## config.mk

```make
export PLATFORM = sky130hd
export DESIGN_NAME = pal_out
export DESIGN_NICKNAME = d
export VERILOG_FILES = /design/src/rtl/pal_pkg.sv /design/src/rtl/pal_out.sv
export SDC_FILE = /design/constraint.sdc
export NUM_CORES = 1
export LEC_CHECK = 0
export BUFFER_PORTS_ARGS = -buffer_cell sky130_fd_sc_hd__buf_2
export CAP_MARGIN = 20
export CORE_ASPECT_RATIO = 1.25
export CORE_MARGIN = 5
export CORE_UTILIZATION = 40
export DETAILED_ROUTE_END_ITERATION = 8
export GPL_ROUTABILITY_DRIVEN = 0
export PLACE_DENSITY = 0.81
export SLEW_MARGIN = 15
export SYNTH_ARGS = -nofsm -noshare
export SYNTH_HDL_FRONTEND = slang
export SYNTH_SLANG_ARGS = --single-unit
```

## constraint.sdc

```tcl
create_clock -name clk -period 0.8 [get_ports clk]
set_clock_uncertainty 0.05 [all_clocks]
set_input_delay 0.04 -clock clk [delete_from_list [all_inputs] [get_ports clk]]
set_output_delay 0.04 -clock clk [all_outputs]
set_load 0.02 [all_outputs]
```

## src/rtl/pal_pkg.sv

```systemverilog
// Package for the positional array list unit: field widths, opcode and
// status codes, and the result record passed from sequencer to output stage.
// No dependencies.
package pal_pkg;

    localparam int CAPACITY_DEF = 256;

    localparam int OP_W   = 3;
    localparam int POS_W  = 9;
    localparam int VAL_W  = 32;
    localparam int ST_W   = 2;
    localparam int CNT_OUT_W = 9;

    // opcode(3) + position(9) + value(32) = 44 bits, padded to 48
    localparam int IN_TDATA_W  = 48;
    // status(2) + read_value(32) + count(9) + last_value(32) = 75 bits, padded to 80
    localparam int OUT_TDATA_W = 80;

    localparam logic [OP_W-1:0] OP_PUSH   = 3'd0;
    localparam logic [OP_W-1:0] OP_POP    = 3'd1;
    localparam logic [OP_W-1:0] OP_INSERT = 3'd2;
    localparam logic [OP_W-1:0] OP_ERASE  = 3'd3;
    localparam logic [OP_W-1:0] OP_READ   = 3'd4;
    localparam logic [OP_W-1:0] OP_WRITE  = 3'd5;

    localparam logic [ST_W-1:0] ST_OK    = 2'd0;
    localparam logic [ST_W-1:0] ST_RANGE = 2'd1;
    localparam logic [ST_W-1:0] ST_FULL  = 2'd2;
    localparam logic [ST_W-1:0] ST_EMPTY = 2'd3;

    typedef struct packed {
        logic [VAL_W-1:0]     last_value;
        logic [CNT_OUT_W-1:0] count;
        logic [VAL_W-1:0]     read_value;
        logic [ST_W-1:0]      status;
    } result_t;

endpackage

```

## src/rtl/pal_out.sv

```systemverilog
// Output register for the positional array list: holds one result item
// until the downstream side takes it. Uses pal_pkg.
module pal_out (
    input  logic                              clk,
    input  logic                              rst_n,
    input  logic                              res_load,
    input  pal_pkg::result_t                  res,
    output logic                              res_free,
    output logic                              m_tvalid,
    input  logic                              m_tready,
    output logic [pal_pkg::OUT_TDATA_W-1:0]   m_tdata
);
    import pal_pkg::*;

    localparam int PAD_W = OUT_TDATA_W - $bits(result_t);

    logic    valid_reg, valid_next;
    result_t data_reg;

    assign res_free = !valid_reg || m_tready;

    always_comb
    begin
        valid_next = valid_reg;
        if (res_load)
        begin
            valid_next = 1'b1;
        end
        else if (m_tready)
        begin
            valid_next = 1'b0;
        end
    end

    always_ff @(posedge clk or negedge rst_n)
    begin
        if (!rst_n)
        begin
            valid_reg <= 1'b0;
        end
        else
        begin
            valid_reg <= valid_next;
        end
    end

    always_ff @(posedge clk)
    begin
        if (res_load)
        begin
            data_reg <= res;
        end
    end

    assign m_tvalid = valid_reg;
    assign m_tdata  = {{PAD_W{1'b0}}, data_reg};

endmodule

```

==> impl_metrics.yaml <==
status:
  status: "finished with violations"
  failed_checks: "setup timing"
yosys:
  number_of_enable_type_register_cells_in_the_synthesized_netlist: 75
  synth.top_cells.by_count: "sky130_fd_sc_hd__edfxtp_1 (75), sky130_fd_sc_hd__buf_4 (5)"
  synth_area_sq_um: 2340
  yosysTopAreaCellShare_pct: 96.2
  yosysMostFrequentCell: "sky130_fd_sc_hd__edfxtp_1"
  synth-async-reset-ratio_pct: 1.32
  yosys-top-cells-area: "sky130_fd_sc_hd__edfxtp_1 (96%), sky130_fd_sc_hd__buf_4 (1.6%), sky130_fd_sc_hd__dfrtp_1 (1.1%)"
  synth_cells: 84
  yosys_warnings: 0
  avgSynthCellArea_sq_um: 27.9
  synth.ff_latch_count: 76
  yosys_most_used_dff: "sky130_fd_sc_hd__edfxtp_1"
  synth_largest_area_cell: "sky130_fd_sc_hd__edfxtp_1"
  ys_types: 6
  yosysSeqAreaShare_pct: 97.3
worst_hold_path:
  timing.hold.worst.class: "in -> reg"
finish:
  area.growth.synth_to_final_pct: 96.5
  count_of_inserted_antenna_diode_cells: 0
  layout_nets: 410
  drive_gt1_share_pct: 53.3
  fin_cells: 402
worst_setup_path:
  critPathCaptureType: "output pin"
  crit_arrival_ns: 0.94
  critical_path_start_type: "register"
  path_max_fanout: 2
  timing.reg2reg.setup_slack_ns: -0.05
  worst-setup-path-type: "reg -> out"
  cp_data_required_time_ns: 0.71
route:
  postRouteWirelength_microns: 7260
  vias_per_cell: 4.31
  num_vias: 1732
  drt.antenna.violating_nets: 0
  drtPass1Iterations: 4
  wl_per_cell_microns: 18.0
  dr.first_iter.drc_count: 73
  detail_route.drc_violations: 0
global_routing:
  grt_first_pass_wirelength_microns: 9990
  global_route_total_overflow: 0
  globalRouteTotalUtil_pct: 18.4
  grt_antenna_before_repair: 0
  grt_max_degree: 32
  number_of_global_route_vias_before_repair: 2034
floorplan:
  die_area_sq_um: 7490
  placementRows: 31
  starting_utilization_of_the_core_area_pct: 40.8
  ios: 161
  coreArea_sq_um: 5740
  die_height_microns: 95.5
  die-width_microns: 78.4
timing:
  finalCriticalPeriod_ns: 1.03
  setup_viol_count_final: 78
  report.final.slew_viol_count: 0
  period_share_pct: 128
  top_achievable_clock_speed_mhz: 975
  final_critical_path_setup_slack_ns: -0.226
  rsz0062_at_grt: "true"
  hold_viol_final: 0
cts:
  clkLatencyLatePin_ns: 0.31
  cts.root.buffer_cell: "sky130_fd_sc_hd__clkbuf_8"
  tritoncts_clock_tree: "yes"
  ctsHtreeMaxLevel: 3
  clkTransAtPathRegs_ns: 0.07
  clockBufferDepth: 2
  numCtsBuffers: 9
  numClockSinks: 76
pwr:
  power_density_nw_per_um2: 2080
  leakage_nw: 1.98
  peak_vdd_ir_mv: 1.91
placed_design:
  dp_cells: 308
  place.port_buffers: 155
  dp_hpwl_microns: 4190
  dpl_worst_slack_ns: 0.00501
job:
  drv_cap: 0
-- worst paths after layout --
check	start	endpoint	depth (start not counted)
min in group asynchronous	rst_n	m_tvalid$_DFFE_PN0P_	3
worst max register to register	m_tvalid$_DFFE_PN0P_	m_tvalid$_DFFE_PN0P_	3
worst max-delay path	m_tvalid$_DFFE_PN0P_	res_free	2
max in group asynchronous	rst_n	m_tvalid$_DFFE_PN0P_	3
worst min-delay path	m_tready	m_tvalid$_DFFE_PN0P_	4
worst min register to register	m_tvalid$_DFFE_PN0P_	m_tvalid$_DFFE_PN0P_	3
-- routing by layer --
layer,global-route usage (%),share of wire (%),wire [microns],up-vias
met5,0,0,0,-
met4,7.00,1.8,131,0
met3,5.10,4.2,305,10
met2,38.9,65,4690,71
met1,15.7,29,2120,834
li1,-,-,-,817
-- metrics by stage --
stage                     utilization [%]  area, sq um  setup TNS (ns)  total power [mW]  hold slack [ns]
final                                80.1         4600          -11.41              9.56           0.0777
after global placement               56.3         3230               0              5.90           -0.234
after CTS                            76.4         4380          -12.89              9.41          0.00829
after detailed placement             56.3         3230               0              5.93           -0.233
after floorplan                         -         2360               0              5.36           -0.306
after global routing                 80.1         4600          -15.24              9.97           0.0663
-- critical path, stage by stage (launching register included) --
cell,delay (ns)
sky130_fd_sc_hd__dfrtp_2,0.43
sky130_fd_sc_hd__nand2b_4,0.08
sky130_fd_sc_hd__buf_6,0.11
-- cell families after synthesis --
| kind of cell | Yosys count | share of synthesized area (%) |
|---|---|---|
| and+or+nand+nor | 2 | 0.962 |
| DFF | 76 | 97.3 |
| other | 1 | 0.160 |
| buffers and inverters | 5 | 1.60 |
-- repair_timing --
item | 4_1_cts | 5_1_grt
hold endpoints to repair | 76 | 0
hold buffers | 77 | 0
setup buffers | 1 | 1
gates resized for setup | 50 | 69
setup endpoints to repair | 77 | 78
gates cloned | 0 | 0
-- area by class of cell --
class | instances | area [sq um]
multi-input combinational | 7 | 46.3
clock inverter | 7 | 91.3
sequential | 76 | 2280
timing repair buffer | 237 | 1980
clock buffer | 9 | 124
tap | 66 | 82.6
fill | 313 | 1140
-- state kept, by name, summed over array words and instances, names as in the netlist --
register / count
m_tdata: 75
m_tvalid: 1
-- layout by cell type (no fill, tap or decap) --
cell                            Yosys  final
sky130_fd_sc_hd__buf_12             0      2
sky130_fd_sc_hd__buf_2              0     96
sky130_fd_sc_hd__buf_4              5      3
sky130_fd_sc_hd__buf_6              0     59
sky130_fd_sc_hd__bufinv_16          0      2
sky130_fd_sc_hd__clkbuf_8           0      9
sky130_fd_sc_hd__clkinv_2           0      3
sky130_fd_sc_hd__clkinv_4           0      1
sky130_fd_sc_hd__clkinvlp_4         0      1
sky130_fd_sc_hd__conb_1             1      5
sky130_fd_sc_hd__dfrtp_2            0      1
sky130_fd_sc_hd__dlygate4sd3_1      0     77
sky130_fd_sc_hd__edfxtp_1          75     75
sky130_fd_sc_hd__nand2b_4           1      2
-- power breakdown --
group	switching (mW)	total, mW	internal, mW
clock	1.31	3.06	1.75
sequential	0.140	4.87	4.73
combinational	0.756	1.64	0.883
total	2.21	9.56	7.36
Note: power is estimated with default switching activity, not from simulation.
