[src/rtl/pal_pkg.sv]
// Package for the positional array list unit: field widths, opcode and
// status codes, and the result record passed from sequencer to output stage.
// No dependencies.
package pal_pkg;

    localparam int CAPACITY_DEF = 256;

    localparam int OP_W   = 3;
    localparam int POS_W  = 9;
    localparam int VAL_W  = 32;
    localparam int ST_W   = 2;
    localparam int CNT_OUT_W = 9;

    // opcode(3) + position(9) + value(32) = 44 bits, padded to 48
    localparam int IN_TDATA_W  = 48;
    // status(2) + read_value(32) + count(9) + last_value(32) = 75 bits, padded to 80
    localparam int OUT_TDATA_W = 80;

    localparam logic [OP_W-1:0] OP_PUSH   = 3'd0;
    localparam logic [OP_W-1:0] OP_POP    = 3'd1;
    localparam logic [OP_W-1:0] OP_INSERT = 3'd2;
    localparam logic [OP_W-1:0] OP_ERASE  = 3'd3;
    localparam logic [OP_W-1:0] OP_READ   = 3'd4;
    localparam logic [OP_W-1:0] OP_WRITE  = 3'd5;

    localparam logic [ST_W-1:0] ST_OK    = 2'd0;
    localparam logic [ST_W-1:0] ST_RANGE = 2'd1;
    localparam logic [ST_W-1:0] ST_FULL  = 2'd2;
    localparam logic [ST_W-1:0] ST_EMPTY = 2'd3;

    typedef struct packed {
        logic [VAL_W-1:0]     last_value;
        logic [CNT_OUT_W-1:0] count;
        logic [VAL_W-1:0]     read_value;
        logic [ST_W-1:0]      status;
    } result_t;

endpackage

[src/rtl/pal_ctrl.sv]
// Sequencer for the positional array list: decodes an item, checks it
// against the count, moves elements through the store one per cycle and
// fetches the last element. Uses pal_pkg and drives pal_store.
module pal_ctrl #(
    parameter int CAPACITY = pal_pkg::CAPACITY_DEF
) (
    input  logic                              clk,
    input  logic                              rst_n,
    input  logic                              s_tvalid,
    output logic                              s_tready,
    input  logic [pal_pkg::IN_TDATA_W-1:0]    s_tdata,
    output logic                              mem_we,
    output logic [$clog2(CAPACITY)-1:0]       mem_waddr,
    output logic [pal_pkg::VAL_W-1:0]         mem_wdata,
    output logic                              mem_re,
    output logic [$clog2(CAPACITY)-1:0]       mem_raddr,
    input  logic [pal_pkg::VAL_W-1:0]         mem_rdata,
    output logic                              res_load,
    input  logic                              res_free,
    output pal_pkg::result_t                  res
);
    import pal_pkg::*;

    localparam int ADDR_W = $clog2(CAPACITY);
    localparam int CNT_W  = $clog2(CAPACITY + 1);
    localparam int CMP_W  = (CNT_W > POS_W) ? CNT_W : POS_W;

    localparam logic [2:0] S_IDLE     = 3'd0;
    localparam logic [2:0] S_SHIFT_UP = 3'd1;
    localparam logic [2:0] S_FILL     = 3'd2;
    localparam logic [2:0] S_SHIFT_DN = 3'd3;
    localparam logic [2:0] S_RDWAIT   = 3'd4;
    localparam logic [2:0] S_LAST     = 3'd5;
    localparam logic [2:0] S_LWAIT    = 3'd6;
    localparam logic [2:0] S_EMIT     = 3'd7;

    logic [2:0]        state_reg, state_next;
    logic [CNT_W-1:0]  count_reg, count_next;
    logic [ADDR_W-1:0] pos_reg, pos_next;
    logic [ADDR_W-1:0] idx_reg, idx_next;
    logic [VAL_W-1:0]  val_reg, val_next;
    logic [ST_W-1:0]   status_reg, status_next;
    logic [VAL_W-1:0]  rd_reg, rd_next;
    logic [VAL_W-1:0]  last_reg, last_next;

    logic [OP_W-1:0]   op_in;
    logic [POS_W-1:0]  pos_in;
    logic [VAL_W-1:0]  val_in;
    logic [CMP_W-1:0]  pos_c;
    logic [CMP_W-1:0]  cnt_c;
    logic [CMP_W-1:0]  cap_c;
    logic [ADDR_W-1:0] pos_a;
    logic [CNT_W-1:0]  cnt_m1;
    logic [ADDR_W-1:0] cnt_a;
    logic [ADDR_W-1:0] cnt_m1_a;

    assign op_in    = s_tdata[OP_W-1:0];
    assign pos_in   = s_tdata[OP_W+POS_W-1:OP_W];
    assign val_in   = s_tdata[OP_W+POS_W+VAL_W-1:OP_W+POS_W];
    assign pos_c    = CMP_W'(pos_in);
    assign cnt_c    = CMP_W'(count_reg);
    assign cap_c    = CMP_W'(CAPACITY);
    assign pos_a    = pos_c[ADDR_W-1:0];
    assign cnt_m1   = count_reg - 1'b1;
    assign cnt_a    = count_reg[ADDR_W-1:0];
    assign cnt_m1_a = cnt_m1[ADDR_W-1:0];

    assign s_tready = (state_reg == S_IDLE);

    always_comb
    begin
        state_next  = state_reg;
        count_next  = count_reg;
        pos_next    = pos_reg;
        idx_next    = idx_reg;
        val_next    = val_reg;
        status_next = status_reg;
        rd_next     = rd_reg;
        last_next   = last_reg;
        mem_we      = 1'b0;
        mem_waddr   = '0;
        mem_wdata   = '0;
        mem_re      = 1'b0;
        mem_raddr   = '0;
        res_load    = 1'b0;

        case (state_reg)
            S_IDLE:
            begin
                if (s_tvalid)
                begin
                    pos_next    = pos_a;
                    val_next    = val_in;
                    status_next = ST_OK;
                    rd_next     = '0;
                    state_next  = S_LAST;
                    case (op_in)
                        OP_PUSH:
                        begin
                            if (cnt_c >= cap_c)
                            begin
                                status_next = ST_FULL;
                            end
                            else
                            begin
                                mem_we     = 1'b1;
                                mem_waddr  = cnt_a;
                                mem_wdata  = val_in;
                                count_next = count_reg + 1'b1;
                            end
                        end
                        OP_POP:
                        begin
                            if (count_reg == '0)
                            begin
                                status_next = ST_EMPTY;
                            end
                            else
                            begin
                                count_next = cnt_m1;
                            end
                        end
                        OP_INSERT:
                        begin
                            if (pos_c > cnt_c)
                            begin
                                status_next = ST_RANGE;
                            end
                            else if (cnt_c >= cap_c)
                            begin
                                status_next = ST_FULL;
                            end
                            else
                            begin
                                count_next = count_reg + 1'b1;
                                if (pos_c == cnt_c)
                                begin
                                    mem_we    = 1'b1;
                                    mem_waddr = pos_a;
                                    mem_wdata = val_in;
                                end
                                else
                                begin
                                    // move elements up, starting from the top
                                    mem_re     = 1'b1;
                                    mem_raddr  = cnt_m1_a;
                                    idx_next   = cnt_m1_a;
                                    state_next = S_SHIFT_UP;
                                end
                            end
                        end
                        OP_ERASE:
                        begin
                            if (count_reg == '0)
                            begin
                                status_next = ST_EMPTY;
                            end
                            else if (pos_c >= cnt_c)
                            begin
                                status_next = ST_RANGE;
                            end
                            else
                            begin
                                count_next = cnt_m1;
                                if (pos_c != CMP_W'(cnt_m1))
                                begin
                                    // move elements down, starting just above the hole
                                    mem_re     = 1'b1;
                                    mem_raddr  = pos_a + 1'b1;
                                    idx_next   = pos_a + 1'b1;
                                    state_next = S_SHIFT_DN;
                                end
                            end
                        end
                        OP_READ:
                        begin
                            if (pos_c >= cnt_c)
                            begin
                                status_next = ST_RANGE;
                            end
                            else
                            begin
                                mem_re     = 1'b1;
                                mem_raddr  = pos_a;
                                state_next = S_RDWAIT;
                            end
                        end
                        OP_WRITE:
                        begin
                            if (pos_c >= cnt_c)
                            begin
                                status_next = ST_RANGE;
                            end
                            else
                            begin
                                mem_we    = 1'b1;
                                mem_waddr = pos_a;
                                mem_wdata = val_in;
                            end
                        end
                        default:
                        begin
                        end
                    endcase
                end
            end
            S_SHIFT_UP:
            begin
                mem_we    = 1'b1;
                mem_waddr = idx_reg + 1'b1;
                mem_wdata = mem_rdata;
                if (idx_reg == pos_reg)
                begin
                    state_next = S_FILL;
                end
                else
                begin
                    mem_re    = 1'b1;
                    mem_raddr = idx_reg - 1'b1;
                    idx_next  = idx_reg - 1'b1;
                end
            end
            S_FILL:
            begin
                mem_we     = 1'b1;
                mem_waddr  = pos_reg;
                mem_wdata  = val_reg;
                state_next = S_LAST;
            end
            S_SHIFT_DN:
            begin
                mem_we    = 1'b1;
                mem_waddr = idx_reg - 1'b1;
                mem_wdata = mem_rdata;
                // count already holds the old top index
                if (CNT_W'(idx_reg) == count_reg)
                begin
                    state_next = S_LAST;
                end
                else
                begin
                    mem_re    = 1'b1;
                    mem_raddr = idx_reg + 1'b1;
                    idx_next  = idx_reg + 1'b1;
                end
            end
            S_RDWAIT:
            begin
                rd_next    = mem_rdata;
                state_next = S_LAST;
            end
            S_LAST:
            begin
                if (count_reg == '0)
                begin
                    last_next  = '0;
                    state_next = S_EMIT;
                end
                else
                begin
                    mem_re     = 1'b1;
                    mem_raddr  = cnt_m1_a;
                    state_next = S_LWAIT;
                end
            end
            S_LWAIT:
            begin
                last_next  = mem_rdata;
                state_next = S_EMIT;
            end
            S_EMIT:
            begin
                // hold until the output register is free
                if (res_free)
                begin
                    res_load   = 1'b1;
                    state_next = S_IDLE;
                end
            end
            default:
            begin
                state_next = S_IDLE;
            end
        endcase
    end

    always_ff @(posedge clk or negedge rst_n)
    begin
        if (!rst_n)
        begin
            state_reg <= S_IDLE;
            count_reg <= '0;
        end
        else
        begin
            state_reg <= state_next;
            count_reg <= count_next;
        end
    end

    always_ff @(posedge clk)
    begin
        pos_reg    <= pos_next;
        idx_reg    <= idx_next;
        val_reg    <= val_next;
        status_reg <= status_next;
        rd_reg     <= rd_next;
        last_reg   <= last_next;
    end

    assign res.status     = status_reg;
    assign res.read_value = rd_reg;
    assign res.count      = cnt_c[CNT_OUT_W-1:0];
    assign res.last_value = last_reg;

    a_count_bound: assert property (@(posedge clk) disable iff (!rst_n)
        cnt_c <= cap_c)
        else $error("element count beyond capacity");

    a_accept_busy: assert property (@(posedge clk) disable iff (!rst_n)
        s_tvalid && s_tready |=> state_reg != S_IDLE)
        else $error("sequencer did not start on accepted item");

    a_no_collide: assert property (@(posedge clk) disable iff (!rst_n)
        mem_we && mem_re |-> mem_waddr != mem_raddr)
        else $error("read and write to the same entry in one cycle");

    a_dn_bound: assert property (@(posedge clk) disable iff (!rst_n)
        state_reg == S_SHIFT_DN |-> CNT_W'(idx_reg) <= count_reg)
        else $error("down shift past the top element");

endmodule

[config.mk]
export PLATFORM = sky130hd
export DESIGN_NAME = pal_ctrl
export DESIGN_NICKNAME = d
export VERILOG_FILES = /design/src/rtl/pal_pkg.sv /design/src/rtl/pal_ctrl.sv
export SDC_FILE = /design/constraint.sdc
export NUM_CORES = 1
export LEC_CHECK = 0
export ABC_AREA = 1
export CAP_MARGIN = 5
export CORE_MARGIN = 2
export CORE_UTILIZATION = 58
export DETAILED_ROUTE_END_ITERATION = 8
export DONT_BUFFER_PORTS = 1
export PLACE_DENSITY_LB_ADDON = 0.25
export SETUP_SLACK_MARGIN = 0.2
export SLEW_MARGIN = 40
export SYNTH_ARGS = -nofsm -noshare
export SYNTH_HDL_FRONTEND = slang
export SYNTH_SLANG_ARGS = --single-unit
[constraint.sdc]
create_clock -name clk -period 4 [get_ports clk]
set_clock_uncertainty 0.1 [all_clocks]
set_input_delay 0.8 -clock clk [delete_from_list [all_inputs] [get_ports clk]]
set_output_delay 0.8 -clock clk [all_outputs]
set_load 0.03 [all_outputs]
==> impl_metrics.csv <==
group,metric,value,unit
run_status,result_of_the_run,"finished, final reports clean",
pwr,cellPowerDensity,804,nW/um2
floorplan,boundaryPins,211,
clocking,ctsRootBufferMaster,"sky130_fd_sc_hd__clkbuf_16",
critical_path,path_class,"reg -> out",
yosys,mappedNetlistArea,7940,um2
run,max-cap-violations,0,
placed_design,gp_routability_congestion,0.969,
grt,gr-total-overflow,0,
timing,achievable-frequency,269,MHz
critical_path,crit_arrival,2.81,ns
yosys,post-synth-top-area-fraction,43.1,%
route,route.detailed.wl_per_inst,19.7,um
min_path,worst_hold_path_type,"in -> reg",
finish,num_antenna_cells,0,
finish,flow.area_growth_from_synthesis,16.6,%
critical_path,critical_path.endpoint_type,"primary output",
finish,multiInputGateArea,3630,um2
route,first_iter_violations,707,
critical_path,critPathMaxFanout,12,
route,drt-total-wl,23400,um
timing,max_slew_margin,51.9,%
pwr,power_switching,0.00356,W
floorplan,initial_core_util,59.7,%
timing,hold_viol,0,
floorplan,placementRows,42,
timing,timing.final.max_slew_violations,0,
yosys,postSynthCellCount,967,
floorplan,die_h,121,um
yosys,synth_most_common_cell,"sky130_fd_sc_hd__nand2_1",
clocking,htreeDepth,4,
yosys,synth-edff-count,114,
clocking,cts_buffers,17,
critical_path,ff2ff_setup_slack,1.20,ns
finish,layout.core_utilization,69.6,%
yosys,synthDominantAreaCellType,"sky130_fd_sc_hd__edfxtp_1",
clocking,cts.sinks,126,
finish,drive_gt1_share,16.1,%
yosys,number_of_unique_standard_cell_types_used_by_synthesis,49,
route,drc,0,
clocking,worst_skew_pair.late_latency,0.42,ns
grt,grtUsageTotal,31.8,%
pwr,swShare,47.9,%
placed_design,dpl_cell_area,8580,um2
grt,antenna_found_initial,0,
pwr,post_layout_total_power,0.00744,W
timing,max_slew.worst_pin.slew,0.718,ns
timing,holdWs,0.373,ns
critical_path,critPathLaunchType,"flop",
yosys,synth-async-reset-ratio,9.52,%
yosys,post_synth.cell_area_avg,8.21,um2
min_path,min_from,"s_tdata[34]",
yosys,synth_commonest_cells,"266 x sky130_fd_sc_hd__nand2_1, 120 x sky130_fd_sc_hd__nor2_1, 114 x sky130_fd_sc_hd__edfxtp_1",
clocking,cts.path.max_buffers,2,
grt,grt_pass1_wl,35700,um
route,dr_total_vias,7049,
timing,finalSetupViolCount,0,
floorplan,core_region_area,13300,um2
placed_design,place.port_buffers,0,
grt,grt_max_degree,43,
route,first_pass_iters,6,
finish,seqCellArea,3720,um2
timing,layout_worst_path_cycle_share,92.8,%
floorplan,die_w,121,um
pwr,static-leakage-power,3.99,nW
critical_path,crit-reg2reg-launch,"cnt_c[5]",
pwr,seq_power_share,34.5,%
pwr,ir_worst_vdd,0.466,mV
pwr,clockPowerShare,19.2,%
route,viasPerCell,5.92,
finish,final_std_cell_area_no_fill,9260,um2
yosys,yosys_warnings,0,
yosys,sequential_share_of_the_synthesized_area,46.9,%
timing,fin_setup_tns,0,ns
route,postRouteAntennaNets,0,
grt,grt_pass1_vias,6653,
finish,design.final.nets,1099,
yosys,yosys_register_bits,126,
floorplan,die-area,14600,um2
pwr,internal,0.00388,W
critical_path,worst-endpoint-required,3.10,ns
yosys,yosys-top-cells-area,"sky130_fd_sc_hd__edfxtp_1 43%, sky130_fd_sc_hd__nand2_1 13%, sky130_fd_sc_hd__nor2_1 5.7%",
clocking,clock_pin_transition_on_the_worst_setup_and_hold_timing_paths,0.06,ns
yosys,synthFlopType,"sky130_fd_sc_hd__edfxtp_1",
clocking,cts_tree,"yes",
placed_design,dpl.hpwl,16700,um
yosys,synth_fp_nets,1065,
pwr,combinationalPowerShare,46.2,%
timing,min_period,3.71,ns
critical_path,crit_path_start,"cnt_c[0]",
finish,fillers,1051,
timing,grt_setup_unrepaired,"true",
==> path summary, 6_finish.rpt <==
check	end	cells past startpoint
worst min register to register	cnt_c[4]	2
worst min-delay path	val_reg[22]	0
worst max register to register	idx_reg[5]	14
worst max-delay path	mem_wdata[10]	14
max in group asynchronous	cnt_c[0]	1
min in group asynchronous	cnt_c[1]	1
==> power groups by stage <==
stage	Clock, W	Combinational [W]	Sequential (W)
detailed placement	0	0.00332	0.00260
global route	0.00149	0.00372	0.00260
floorplan	0	0.00228	0.00256
global placement	0	0.00327	0.00258
CTS	0.00144	0.00335	0.00257
finish	0.00143	0.00344	0.00257
==> per-layer routing <==
layer  GRT usage [%]  share of wire (%)
met2            51.5                 48
met3            6.63                9.7
met4            12.4                2.6
met1            41.9                 40
met5               0                  0
==> stage by stage <==
stage	setup slack [ns]	std cells
2_1_floorplan	0.403	967
3_3_place_gp	0.352	1152
3_5_place_dp	0.319	1152
4_1_cts	0.165	1185
5_1_grt	0.108	1190
6_report	0.289	1190
==> cells in the final DEF (no fill, tap or decap), types with 4 or more instances in the layout <==
cell                        synthesis  layout
sky130_fd_sc_hd__clkinv_2           1       4
sky130_fd_sc_hd__nor2_4             8      10
sky130_fd_sc_hd__inv_1             89      87
sky130_fd_sc_hd__nand4_1           18      18
sky130_fd_sc_hd__o22ai_1            9       9
sky130_fd_sc_hd__o21ai_1            8       8
sky130_fd_sc_hd__clkbuf_16          0      17
sky130_fd_sc_hd__nor3_1             5       5
sky130_fd_sc_hd__clkinv_1           2       4
sky130_fd_sc_hd__nor2_2             8       6
sky130_fd_sc_hd__nand3_1           77      76
sky130_fd_sc_hd__nand2_2            6      19
sky130_fd_sc_hd__edfxtp_1         114     114
sky130_fd_sc_hd__xor2_1            16      16
sky130_fd_sc_hd__nor3_2             4       4
sky130_fd_sc_hd__buf_12             0      22
sky130_fd_sc_hd__a22oi_1           32      32
sky130_fd_sc_hd__ha_1              14      13
sky130_fd_sc_hd__inv_2             20      19
sky130_fd_sc_hd__o211ai_1          13      13
sky130_fd_sc_hd__nor2_1           120     120
sky130_fd_sc_hd__o21ai_0           18      17
sky130_fd_sc_hd__nand3b_1           9       9
sky130_fd_sc_hd__xnor2_1            8       8
sky130_fd_sc_hd__dfrtp_1           12      11
sky130_fd_sc_hd__nand2_1          266     252
sky130_fd_sc_hd__buf_4              1      32
sky130_fd_sc_hd__a21oi_1           24      24
==> critical path: stages, from the launching register on <==
cell                       delay (ns)
sky130_fd_sc_hd__dfrtp_2         0.44
sky130_fd_sc_hd__buf_4           0.20
sky130_fd_sc_hd__ha_1            0.31
sky130_fd_sc_hd__nand2_1         0.06
sky130_fd_sc_hd__nor2_1          0.18
sky130_fd_sc_hd__nand3_2         0.18
sky130_fd_sc_hd__inv_2           0.13
sky130_fd_sc_hd__nor2_1          0.06
sky130_fd_sc_hd__nand2_1         0.09
sky130_fd_sc_hd__nand3b_1        0.13
sky130_fd_sc_hd__nand2_4         0.15
sky130_fd_sc_hd__inv_8           0.08
sky130_fd_sc_hd__nand2_1         0.08
sky130_fd_sc_hd__nand3_1         0.12
sky130_fd_sc_hd__buf_12          0.17
==> timing repair <==
| item | CTS | global route |
|---|---|---|
| pin swaps | 0 | 1 |
| setup buffers | 0 | 4 |
| gates cloned | 0 | 1 |
| setup endpoints to repair | 35 | 41 |
| endpoints found under the hold margin | 12 | 0 |
| hold buffers | 1 | 0 |
| gates resized for setup | 9 | 19 |
==> kinds of logic (layout without fill, tap and decap cells) <==
family,count (synthesis),count (layout),share of synthesized area [%]
AND/OR/NAND/NOR,534,534,30.3
buffers and inverters,153,200,8.34
flip-flops,126,126,46.9
AO/OA/AOI/OAI,115,115,9.41
XOR/XNOR,25,25,2.85
adder cells (fa/ha/maj),14,14,2.21
==> cell type report <==
class | count | share of cell area (%)
clock inverter | 14 | 1.28
clock buffer | 18 | 4.64
timing repair buffer | 55 | 7.46
tap | 176 | 2.38
timing repair inverter | 1 | 0.0676
sequential | 126 | 40.2
multi-input combinational | 688 | 39.2
inverter | 112 | 4.69
Note: power is estimated with default switching activity, not from simulation.
